==> config.mk <==
export PLATFORM = sky130hd
export DESIGN_NAME = sorted_timer_queue
export DESIGN_NICKNAME = d
export VERILOG_FILES = /design/src/rtl/stq_pkg.sv /design/src/rtl/stq_cell.sv /design/src/rtl/stq_ctrl.sv /design/src/rtl/sorted_timer_queue.sv
export SDC_FILE = /design/constraint.sdc
export NUM_CORES = 2
export LEC_CHECK = 0
export BUFFER_PORTS_ARGS = -buffer_cell sky130_fd_sc_hd__buf_2
export CAP_MARGIN = 20
export CORE_MARGIN = 4
export CORE_UTILIZATION = 55
export CTS_BUF_LIST = sky130_fd_sc_hd__clkbuf_8
export CTS_CLUSTER_SIZE = 25
export DETAILED_ROUTE_END_ITERATION = 8
export PLACE_DENSITY = 0.74
export SETUP_SLACK_MARGIN = 0.05
export SLEW_MARGIN = 30
export SYNTH_ARGS = -nofsm -noshare
export SYNTH_HDL_FRONTEND = slang
export SYNTH_SLANG_ARGS = --single-unit
==> constraint.sdc <==
create_clock -name clk -period 25.4 [get_ports clk]
set_input_delay 7.62 -clock clk [delete_from_list [all_inputs] [get_ports clk]]
set_output_delay 7.62 -clock clk [all_outputs]
set_load 0.01 [all_outputs]
==> src/rtl/stq_pkg.sv <==
package stq_pkg;

  localparam int REQ_W    = 2;
  localparam int SEC_W    = 16;
  localparam int USEC_W   = 20;
  localparam int STATUS_W = 3;
  localparam int OCC_W    = 5;
  // seconds times one million plus microseconds always fits here
  localparam int PROD_W   = 36;
  localparam int unsigned USEC_PER_SEC = 1000000;

  typedef enum logic [REQ_W-1:0] {
    REQ_SCHEDULE = 2'd0,
    REQ_CANCEL   = 2'd1,
    REQ_POLL     = 2'd2
  } req_t;

  typedef enum logic [STATUS_W-1:0] {
    STAT_SCHEDULED = 3'd0,
    STAT_FULL      = 3'd1,
    STAT_CANCELLED = 3'd2,
    STAT_NOT_FOUND = 3'd3,
    STAT_EXPIRED   = 3'd4,
    STAT_NONE_DUE  = 3'd5
  } status_t;

  typedef enum logic [2:0] {
    CELL_HOLD,
    CELL_INSERT,
    CELL_MATCH,
    CELL_REMOVE,
    CELL_POP
  } cell_op_t;

  typedef struct packed {
    cell_op_t op;
  } cell_ctrl_t;

  typedef enum logic [2:0] {
    S_IDLE,
    S_FULL,
    S_MUL,
    S_ADD,
    S_INSERT,
    S_MATCH,
    S_REMOVE,
    S_POLL
  } state_t;

endpackage

==> src/rtl/stq_cell.sv <==
module stq_cell #(
  parameter int ID_BITS   = 8,
  parameter int TIME_BITS = 48
) (
  input  logic                 clk,
  input  stq_pkg::cell_ctrl_t  ctrl,
  input  logic                 occ,
  input  logic                 at_tail,
  input  logic                 left_gt,
  input  logic                 left_hit,
  input  logic [TIME_BITS-1:0] new_dl,
  input  logic [ID_BITS-1:0]   new_id,
  input  logic [TIME_BITS-1:0] left_dl,
  input  logic [ID_BITS-1:0]   left_id,
  input  logic [TIME_BITS-1:0] right_dl,
  input  logic [ID_BITS-1:0]   right_id,
  output logic [TIME_BITS-1:0] dl,
  output logic [ID_BITS-1:0]   id,
  output logic                 gt,
  output logic                 hit
);
  import stq_pkg::*;

  logic match_q;

  assign gt  = occ && (dl > new_dl);
  // first match wins: every cell from the match onward pulls from the right
  assign hit = left_hit || match_q;

  always_ff @(posedge clk) begin
    case (ctrl.op)
      CELL_MATCH: begin
        match_q <= occ && (id == new_id);
      end
      CELL_INSERT: begin
        if (left_gt) begin
          dl <= left_dl;
          id <= left_id;
        end else if (gt || at_tail) begin
          dl <= new_dl;
          id <= new_id;
        end
      end
      CELL_REMOVE: begin
        if (hit) begin
          dl <= right_dl;
          id <= right_id;
        end
      end
      CELL_POP: begin
        dl <= right_dl;
        id <= right_id;
      end
      default: ;
    endcase
  end

endmodule

==> src/rtl/stq_ctrl.sv <==
module stq_ctrl #(
  parameter int QUEUE_DEPTH = 16,
  parameter int ID_BITS     = 8,
  parameter int TIME_BITS   = 48,
  parameter int COUNT_W     = $clog2(QUEUE_DEPTH + 1)
) (
  input  logic                         clk,
  input  logic                         rst,
  input  logic                         in_valid,
  output logic                         in_ready,
  input  logic [stq_pkg::REQ_W-1:0]    req_type,
  input  logic [ID_BITS-1:0]           timer_id,
  input  logic [stq_pkg::SEC_W-1:0]    delay_sec,
  input  logic [stq_pkg::USEC_W-1:0]   delay_usec,
  input  logic [TIME_BITS-1:0]         now_time,
  output logic                         out_valid,
  input  logic                         out_ready,
  output logic [stq_pkg::STATUS_W-1:0] status,
  output logic [ID_BITS-1:0]           expired_id,
  output logic                         last_of_run,
  output logic [stq_pkg::OCC_W-1:0]    occupancy,
  output stq_pkg::cell_ctrl_t          cell_ctrl,
  output logic [COUNT_W-1:0]           count,
  output logic [TIME_BITS-1:0]         new_dl,
  output logic [ID_BITS-1:0]           new_id,
  input  logic [TIME_BITS-1:0]         head_dl,
  input  logic [ID_BITS-1:0]           head_id,
  input  logic [TIME_BITS-1:0]         next_dl,
  input  logic                         any_hit
);
  import stq_pkg::*;

  localparam int SUM_W = ((TIME_BITS > PROD_W) ? TIME_BITS : PROD_W) + 1;

  state_t               state, state_next;
  logic [COUNT_W-1:0]   count_next;
  logic [SEC_W-1:0]     sec_q;
  logic [USEC_W-1:0]    usec_q;
  logic [TIME_BITS-1:0] now_q;
  logic [PROD_W-1:0]    prod_q;
  logic [SUM_W-1:0]     sum;
  logic                 out_free;
  logic                 emit;
  status_t              emit_status;
  logic [ID_BITS-1:0]   emit_id;
  logic                 emit_last;
  logic                 due_head, due_next;

  assign in_ready = (state == S_IDLE);
  assign out_free = !out_valid || out_ready;
  assign sum = SUM_W'(now_q) + SUM_W'(prod_q) + SUM_W'(usec_q);
  assign due_head = (count != '0) && (head_dl <= now_q);
  assign due_next = (count > COUNT_W'(1)) && (next_dl <= now_q);

  always_ff @(posedge clk) begin
    if (rst) begin
      state     <= S_IDLE;
      count     <= '0;
      out_valid <= 1'b0;
    end else begin
      state <= state_next;
      count <= count_next;
      if (emit) begin
        out_valid <= 1'b1;
      end else if (out_ready) begin
        out_valid <= 1'b0;
      end
    end
  end

  always_ff @(posedge clk) begin
    if (in_valid && in_ready) begin
      sec_q  <= delay_sec;
      usec_q <= delay_usec;
      now_q  <= now_time;
      new_id <= timer_id;
    end
    if (state == S_MUL) begin
      prod_q <= PROD_W'(sec_q) * PROD_W'(USEC_PER_SEC);
    end
    if (state == S_ADD) begin
      // saturate a deadline past the top of the time range
      if ((sum >> TIME_BITS) != '0) begin
        new_dl <= '1;
      end else begin
        new_dl <= TIME_BITS'(sum);
      end
    end
    if (emit) begin
      status      <= emit_status;
      expired_id  <= emit_id;
      last_of_run <= emit_last;
      occupancy   <= OCC_W'(32'(count_next));
    end
  end

  always_comb begin
    state_next   = state;
    count_next   = count;
    cell_ctrl.op = CELL_HOLD;
    emit         = 1'b0;
    emit_status  = STAT_SCHEDULED;
    emit_id      = '0;
    emit_last    = 1'b1;
    unique case (state)
      S_IDLE: begin
        if (in_valid) begin
          case (req_type)
            REQ_SCHEDULE: begin
              state_next = (count == COUNT_W'(QUEUE_DEPTH)) ? S_FULL : S_MUL;
            end
            REQ_CANCEL: state_next = S_MATCH;
            REQ_POLL:   state_next = S_POLL;
            default:    state_next = S_IDLE;
          endcase
        end
      end
      S_FULL: begin
        if (out_free) begin
          emit        = 1'b1;
          emit_status = STAT_FULL;
          state_next  = S_IDLE;
        end
      end
      S_MUL: state_next = S_ADD;
      S_ADD: state_next = S_INSERT;
      S_INSERT: begin
        if (out_free) begin
          cell_ctrl.op = CELL_INSERT;
          count_next   = count + COUNT_W'(1);
          emit         = 1'b1;
          emit_status  = STAT_SCHEDULED;
          state_next   = S_IDLE;
        end
      end
      S_MATCH: begin
        cell_ctrl.op = CELL_MATCH;
        state_next   = S_REMOVE;
      end
      S_REMOVE: begin
        if (out_free) begin
          emit       = 1'b1;
          state_next = S_IDLE;
          if (any_hit) begin
            cell_ctrl.op = CELL_REMOVE;
            count_next   = count - COUNT_W'(1);
            emit_status  = STAT_CANCELLED;
          end else begin
            emit_status = STAT_NOT_FOUND;
          end
        end
      end
      S_POLL: begin
        if (out_free) begin
          emit = 1'b1;
          if (due_head) begin
            // pop the head; stay while the entry behind it is due too
            cell_ctrl.op = CELL_POP;
            count_next   = count - COUNT_W'(1);
            emit_status  = STAT_EXPIRED;
            emit_id      = head_id;
            emit_last    = !due_next;
            state_next   = due_next ? S_POLL : S_IDLE;
          end else begin
            emit_status = STAT_NONE_DUE;
            state_next  = S_IDLE;
          end
        end
      end
      default: state_next = S_IDLE;
    endcase
  end

endmodule

==> src/rtl/sorted_timer_queue.sv <==
// Channel  Direction  Handshake             Payload
// in       input      in_valid / in_ready   req_type, timer_id, delay_sec, delay_usec, now_time
// out      output     out_valid / out_ready status, expired_id, last_of_run, occupancy
//
// Schedule runs multiply, add, then one shift of the cell chain; a full queue skips them.
// Cancel: match in every cell, then one shift if a cell matched. Poll gives one result
// per expired entry, one pop of the chain per cycle while the output register is free.
// A new request is taken only once the previous one has placed its last result.
// Reset empties the queue at once; the cells themselves are not cleared.
// A held output register stalls the chain until the result is taken.
module sorted_timer_queue #(
  parameter int QUEUE_DEPTH = 16,
  parameter int ID_BITS     = 8,
  parameter int TIME_BITS   = 48
) (
  input  logic                         clk,
  input  logic                         rst,
  input  logic                         in_valid,
  output logic                         in_ready,
  input  logic [stq_pkg::REQ_W-1:0]    req_type,
  input  logic [ID_BITS-1:0]           timer_id,
  input  logic [stq_pkg::SEC_W-1:0]    delay_sec,
  input  logic [stq_pkg::USEC_W-1:0]   delay_usec,
  input  logic [TIME_BITS-1:0]         now_time,
  output logic                         out_valid,
  input  logic                         out_ready,
  output logic [stq_pkg::STATUS_W-1:0] status,
  output logic [ID_BITS-1:0]           expired_id,
  output logic                         last_of_run,
  output logic [stq_pkg::OCC_W-1:0]    occupancy
);
  import stq_pkg::*;

  localparam int COUNT_W = $clog2(QUEUE_DEPTH + 1);

  cell_ctrl_t           cell_ctrl;
  logic [COUNT_W-1:0]   count;
  logic [TIME_BITS-1:0] new_dl;
  logic [ID_BITS-1:0]   new_id;
  logic [TIME_BITS-1:0] dl  [QUEUE_DEPTH];
  logic [ID_BITS-1:0]   id  [QUEUE_DEPTH];
  logic                 gt  [QUEUE_DEPTH];
  logic                 hit [QUEUE_DEPTH];

  stq_ctrl #(
    .QUEUE_DEPTH(QUEUE_DEPTH),
    .ID_BITS    (ID_BITS),
    .TIME_BITS  (TIME_BITS),
    .COUNT_W    (COUNT_W)
  ) u_ctrl (
    .clk        (clk),
    .rst        (rst),
    .in_valid   (in_valid),
    .in_ready   (in_ready),
    .req_type   (req_type),
    .timer_id   (timer_id),
    .delay_sec  (delay_sec),
    .delay_usec (delay_usec),
    .now_time   (now_time),
    .out_valid  (out_valid),
    .out_ready  (out_ready),
    .status     (status),
    .expired_id (expired_id),
    .last_of_run(last_of_run),
    .occupancy  (occupancy),
    .cell_ctrl  (cell_ctrl),
    .count      (count),
    .new_dl     (new_dl),
    .new_id     (new_id),
    .head_dl    (dl[0]),
    .head_id    (id[0]),
    .next_dl    (dl[1]),
    .any_hit    (hit[QUEUE_DEPTH-1])
  );

  for (genvar i = 0; i < QUEUE_DEPTH; i++) begin : g_cell
    logic                 left_gt, left_hit;
    logic [TIME_BITS-1:0] left_dl, right_dl;
    logic [ID_BITS-1:0]   left_id, right_id;

    if (i == 0) begin : g_first
      assign left_gt  = 1'b0;
      assign left_hit = 1'b0;
      assign left_dl  = new_dl;
      assign left_id  = new_id;
    end else begin : g_inner
      assign left_gt  = gt[i-1];
      assign left_hit = hit[i-1];
      assign left_dl  = dl[i-1];
      assign left_id  = id[i-1];
    end

    // the last cell refills from itself; it leaves the valid range anyway
    if (i == QUEUE_DEPTH - 1) begin : g_last
      assign right_dl = dl[i];
      assign right_id = id[i];
    end else begin : g_mid
      assign right_dl = dl[i+1];
      assign right_id = id[i+1];
    end

    stq_cell #(
      .ID_BITS  (ID_BITS),
      .TIME_BITS(TIME_BITS)
    ) u_cell (
      .clk     (clk),
      .ctrl    (cell_ctrl),
      .occ     (COUNT_W'(i) < count),
      .at_tail (COUNT_W'(i) == count),
      .left_gt (left_gt),
      .left_hit(left_hit),
      .new_dl  (new_dl),
      .new_id  (new_id),
      .left_dl (left_dl),
      .left_id (left_id),
      .right_dl(right_dl),
      .right_id(right_id),
      .dl      (dl[i]),
      .id      (id[i]),
      .gt      (gt[i]),
      .hit     (hit[i])
    );
  end

endmodule

### After elaboration in Yosys (flattened, before gate mapping)

Index checks and enable logic that the tools add are counted.

* flip-flop bits (word level): 1108
* output and inout port bits: 19

* $add $sub $neg: 4
* $mul: 1
* $lt $le $gt $ge: 35
* equal/unequal tests: 78
* mux-type cells: 151
* reduce and logical (&&, ||, !) cells: 96

Operator list (number)
* $mux 48: 46
* $pmux 48 s3: 15
* $gt 48x48->1: 16
* $mux 8: 46
* $pmux 8 s3: 15
* $eq 8x8->1: 16
* $le 48x48->1: 2
* $reduce_and 3->1: 17
* $add 48x36->49: 1
* $add 49x20->49: 1
* $ne 3x1->1 const B: 14
* $eq 4x5->1 const A: 8
* $lt 4x5->1 const A: 8
* $ne 2x1->1 const B: 18
* $logic_and 1x1->1: 35
* $logic_or 1x1->1: 32
* $mul 16x14->30 const B: 1
* $mux 3: 10
* $mux 5: 5
* $eq 3x5->1 const A: 4
* $lt 3x5->1 const A: 4
* $pmux 3 s3: 2
* $pmux 3 s6: 1
* $eq 3x3->1 const B: 5
* other kinds (27): 43

### Logic depth before layout (Yosys ltp)

* depth in word-level cells: 21
* mapped depth: 21
* mapped depth without buffers: 21

### Modules after synthesis

A second synthesis with hierarchy kept.

* cells, all modules: 8459
* area total of the unflattened synthesis: 83478.8 sq um

By module, submodules not included
* stq_cell: instances 16, cells each 437, area each 4240.3 sq um, sequential area each 1711.6 sq um
* stq_ctrl: instances 1, cells each 1415, area each 15376.0 sq um, sequential area each 5795.6 sq um
* sorted_timer_queue: instances 1, cells each 52, area each 257.7 sq um, sequential area each 0.0 sq um

### Worst setup path after synthesis

Ideal clock, no wire load.

* path kind: input to register
* start point: in out_ready
* end point: reg g_cell[14].u_cell.dl[0], enable pin
* library setup time: 571 ps
* arrival: 12701 ps
* data required time: 24829 ps
* setup slack: 12127 ps
* stages on the path: 6
* buffers on the path: 0
* path through: nand2b_1 -> nand2_1 -> or3_1 -> nor2_1 -> a31oi_1 -> a311oi_1

* cells in the longest elaborated chain, start to end: 6

RTL lines
* start, declared: RTL line sorted_timer_queue.sv:26 `input logic out_ready,`
* $logic_or 1x1->1 *: RTL line stq_ctrl.sv:50 `assign out_free = !out_valid || out_ready;`
* $mux 3, or another cell as far along: RTL line stq_ctrl.sv:154 `if (out_free) begin`
* $pmux 3 s4 *: RTL line stq_ctrl.sv:105 `unique case (state)`
* $eq 3x1->1, or another cell as far along: RTL line stq_cell.sv:31 `case (ctrl.op)`
* $ne 3x1->1 (no line), or another cell as far along
* $reduce_and 3->1 (no line) *
* end signal, assigned: RTL line stq_cell.sv:37 `dl <= left_dl;`
* end signal, assigned: RTL line stq_cell.sv:40 `dl <= new_dl;`
* end signal, assigned: RTL line stq_cell.sv:46 `dl <= right_dl;`
* end, declared: RTL line stq_cell.sv:17 `output logic [TIME_BITS-1:0] dl,`

Every way passes the cells marked *; elsewhere a longest branch is shown, timed or not.
A chain may end at the register's enable or synchronous reset.

### Final worst setup path

* start point: in out_ready
* end point: reg g_cell[14].u_cell.dl[31], data pin

* cells in the longest elaborated chain, start to end: 5

RTL lines (RTL line)
* $logic_or 1x1->1 *: stq_ctrl.sv:50
* $mux 3, or another cell as far along: stq_ctrl.sv:154
* $pmux 3 s4 *: stq_ctrl.sv:105
* $eq 3x3->1, or another cell as far along
* $pmux 48 s3 *: stq_cell.sv:31

Marked as above.

==> summary.md <==
| Metric | Value |
|---|---|
| Max VDD drop | 0.0006984 V |
| Area growth syn-to-layout | 7.737% |
| Core box area | 141900 um^2 |
| Via density per instance | 6.258 |
| Mapped Cells | 7443 |
| Count leader, synth | edfxtp_1 |
| Clk sinks | 1108 |
| Post-cts resize count | 0 |
| Final ANT Viol Nets | 0 |
| Post-CTS setup buffers | 0 |
| Status | finished clean |
| Worst Hold Depth | 2 |
| Final TNS setup | 0 ns |
| Mapped cell area | 78840 um^2 |
| Fillers | 11690 |
| Worst slew pin tran | 1.020 ns |
| GRT Overall Usage | 0.2814 |
| Vias in the first global route | 58430 |
| Final core occ | 0.5985 |
| Post-detail-place hpwl | 166.0 mm |
| DR iter-0 viols | 6899 |
| PwrDens | 131.4 nW/um^2 |
| Post-synth top cells | 1099 x edfxtp_1, 1034 x ha_1, 1030 x nand2_1 |
| Final setup viols | 0 |
| Die area | 149500 um^2 |
| Io pins | 117 |
| Post-synth top area share | 0.4186 |
| Post-synth top area cell | edfxtp_1 |
| Kind of critical path | in2reg |
| CP Max Fanout | 225 |
| Syn nets | 8645 |
| Chip Height | 386.6 um |
| Primary FF master, synth | edfxtp_1 |
| FF-to-FF path depth | 15 |
| Worst-path clk slew | 0.07 ns |
| Layout cells sized above 1 | 0.07605 |
| # DRC | 0 |
| CTS buffer count | 193 |
| Startpoint Class | input pin |
| Netlist cell types | 66 |
| CP arrival | 12.85 ns |
| Register bit total from synthesis | 1108 |
| Min-delay worst type | reg2reg |
| Register area share after synthesis | 0.4209 |
| Vias | 59820 |
| Slew Limit Fails | 0 |
| Setup crit end kind | register |
| Number of synthesized flops with an enable pin | 1099 |
| Final GP Congestion | 0.9282 |
| Tcrit/Tclk final | 0.4795 |
| Htree depth | 4 |
| Synth Warn # | 0 |
| Final WL | 216.8 mm |
| Clk Tree Root Cell | clkbuf_8 |
| Post-synth ARST share | 0 |
| TritonCTS clock tree | done |
| CTS Buffer Depth | 3 |
| PortBufs | 116 |
| Max-cap violation count | 0 |
| Final number of hold-violating endpoints | 0 |
| Unrepaired setup endpoints after global routing | false |
| Leftover overflow at the end of global routing | 0 |
| Largest net degree at the start of global routing | 260 |
| DRT Pass-1 Iters | 6 |
| Global-route wire length before repair | 336.3 mm |
| WL/cell | 22.69 um |
| Fin crit period | 12.18 ns |
| LEAKAGE | 0.03420 uW |
| Initial antenna violation count | 1 |
| Skew final | 0.04479 ns |
| Worst-Skew Late Latency | 0.97 ns |
| Top cells by area, synth | edfxtp_1 42%, ha_1 16%, mux2i_1 10% |
| Mean Syn Cell Area | 10.59 um^2 |
| Row count | 138 |
| FMAX | 82.11 MHz |
| Data required time of the worst path | 26.07 ns |
| Slew margin rel. | 0.3169 |
| Starting density of the core | 0.5555 |
| CTS Hold Buffers Added | 0 |
| Final net count | 8715 |
| Die X | 386.6 um |
==> layer usage <==
layer	track usage	part of all wire	routed length, um	vias up
met5	0	0	0	-
met4	0.1217	0.043	9371	0
met3	0.04018	0.081	17570	415
met2	0.4290	0.44	95830	2690
met1	0.4020	0.43	94070	28720
li1	-	-	-	27990
==> logic make-up after synthesis <==
group                      Yosys count  synth area share
xor gates and xnor gates           198           0.02200
adders and majority gates         1104            0.1819
buffers and inverters              613           0.03798
muxes                              807            0.1028
DFF                               1108            0.4209
AOI/OAI and AO/OA                 1841            0.1339
and+or+nand+nor                   1772            0.1006
==> layout by cell type (no fill, tap or decap), types with 193 or more instances in the layout <==
master | Yosys | final
nand4_1 | 208 | 208
mux2i_1 | 786 | 786
clkbuf_8 | 0 | 193
edfxtp_1 | 1099 | 1099
o21ai_0 | 351 | 349
a21o_1 | 244 | 244
a21oi_1 | 287 | 284
nand2_1 | 1030 | 1029
o21ai_1 | 713 | 713
inv_1 | 227 | 282
ha_1 | 1034 | 1034
==> power breakdown <==
| group | internal (uW) | switching, uW |
|---|---|---|
| registers | 3040 | 516 |
| logic | 2310 | 3700 |
| clock network | 782 | 808 |
| total | 6140 | 5030 |
==> worst paths after layout <==
check	startpoint	end	slack, ns
hold reg to reg	g_cell[15].u_cell.dl[13]$_DFFE_PP_	g_cell[14].u_cell.dl[13]$_DFFE_PP_	0.57
setup reg to reg	u_ctrl.now_q[45]$_DFFE_PP_	g_cell[14].u_cell.dl[31]$_DFFE_PP_	18.07
setup / recovery	out_ready	g_cell[14].u_cell.dl[31]$_DFFE_PP_	13.22
hold / removal	g_cell[15].u_cell.dl[13]$_DFFE_PP_	g_cell[14].u_cell.dl[13]$_DFFE_PP_	0.57
==> registers in the layout (all words and copies together), names as in the netlist <==
register and count:
u_ctrl.prod_q 30, u_ctrl.sec_q 16, u_ctrl.last_of_run 1, u_ctrl.now_q 48, u_ctrl.usec_q 20, g_cell.u_cell.id 128, u_ctrl.new_dl 48, u_ctrl.count 5
g_cell.u_cell.dl 768, g_cell.u_cell.match_q 16, u_ctrl.expired_id 8, u_ctrl.out_valid 1, u_ctrl.new_id 8, u_ctrl.occupancy 5, u_ctrl.status 3, u_ctrl.state 3
==> stage by stage <==
step,area (um^2),hold WS [ns],instances,power (uW),worst slack [ns]
2_1_floorplan,78840,0.5242,7443,7653,12.13
3_3_place_gp,81140,0.5454,9201,9308,12.09
3_5_place_dp,81240,0.5611,9204,9526,11.90
4_1_cts,84840,0.5722,9552,11140,12.92
5_1_grt,84940,0.6045,9557,11910,12.82
6_report,84940,0.5718,9558,11160,13.22
==> critical path: stages <==
cell      delay, ns
buf_2          0.08
nand2b_1       0.37
nand2_1        0.16
or3_1          0.40
o21ai_4        0.16
buf_12         0.42
buf_12         0.72
buf_4          0.80
buf_4          0.82
buf_4          0.78
o21ai_0        0.22
==> cell type report <==
| type | count | area [um^2] | share of cell area |
|---|---|---|---|
| diodes | 2 | 5.005 | 0.00005892 |
| clock inverters | 155 | 949.7 | 0.01118 |
| clock buffers | 193 | 2656 | 0.03127 |
| inverters | 228 | 855.8 | 0.01008 |
| well taps | 1890 | 2365 | 0.02784 |
| multi-input cells | 5722 | 43110 | 0.5076 |
| flip-flops and latches | 1108 | 33180 | 0.3906 |
| repair buffers | 260 | 1814 | 0.02136 |
Power figures use the tool's default switching activity.
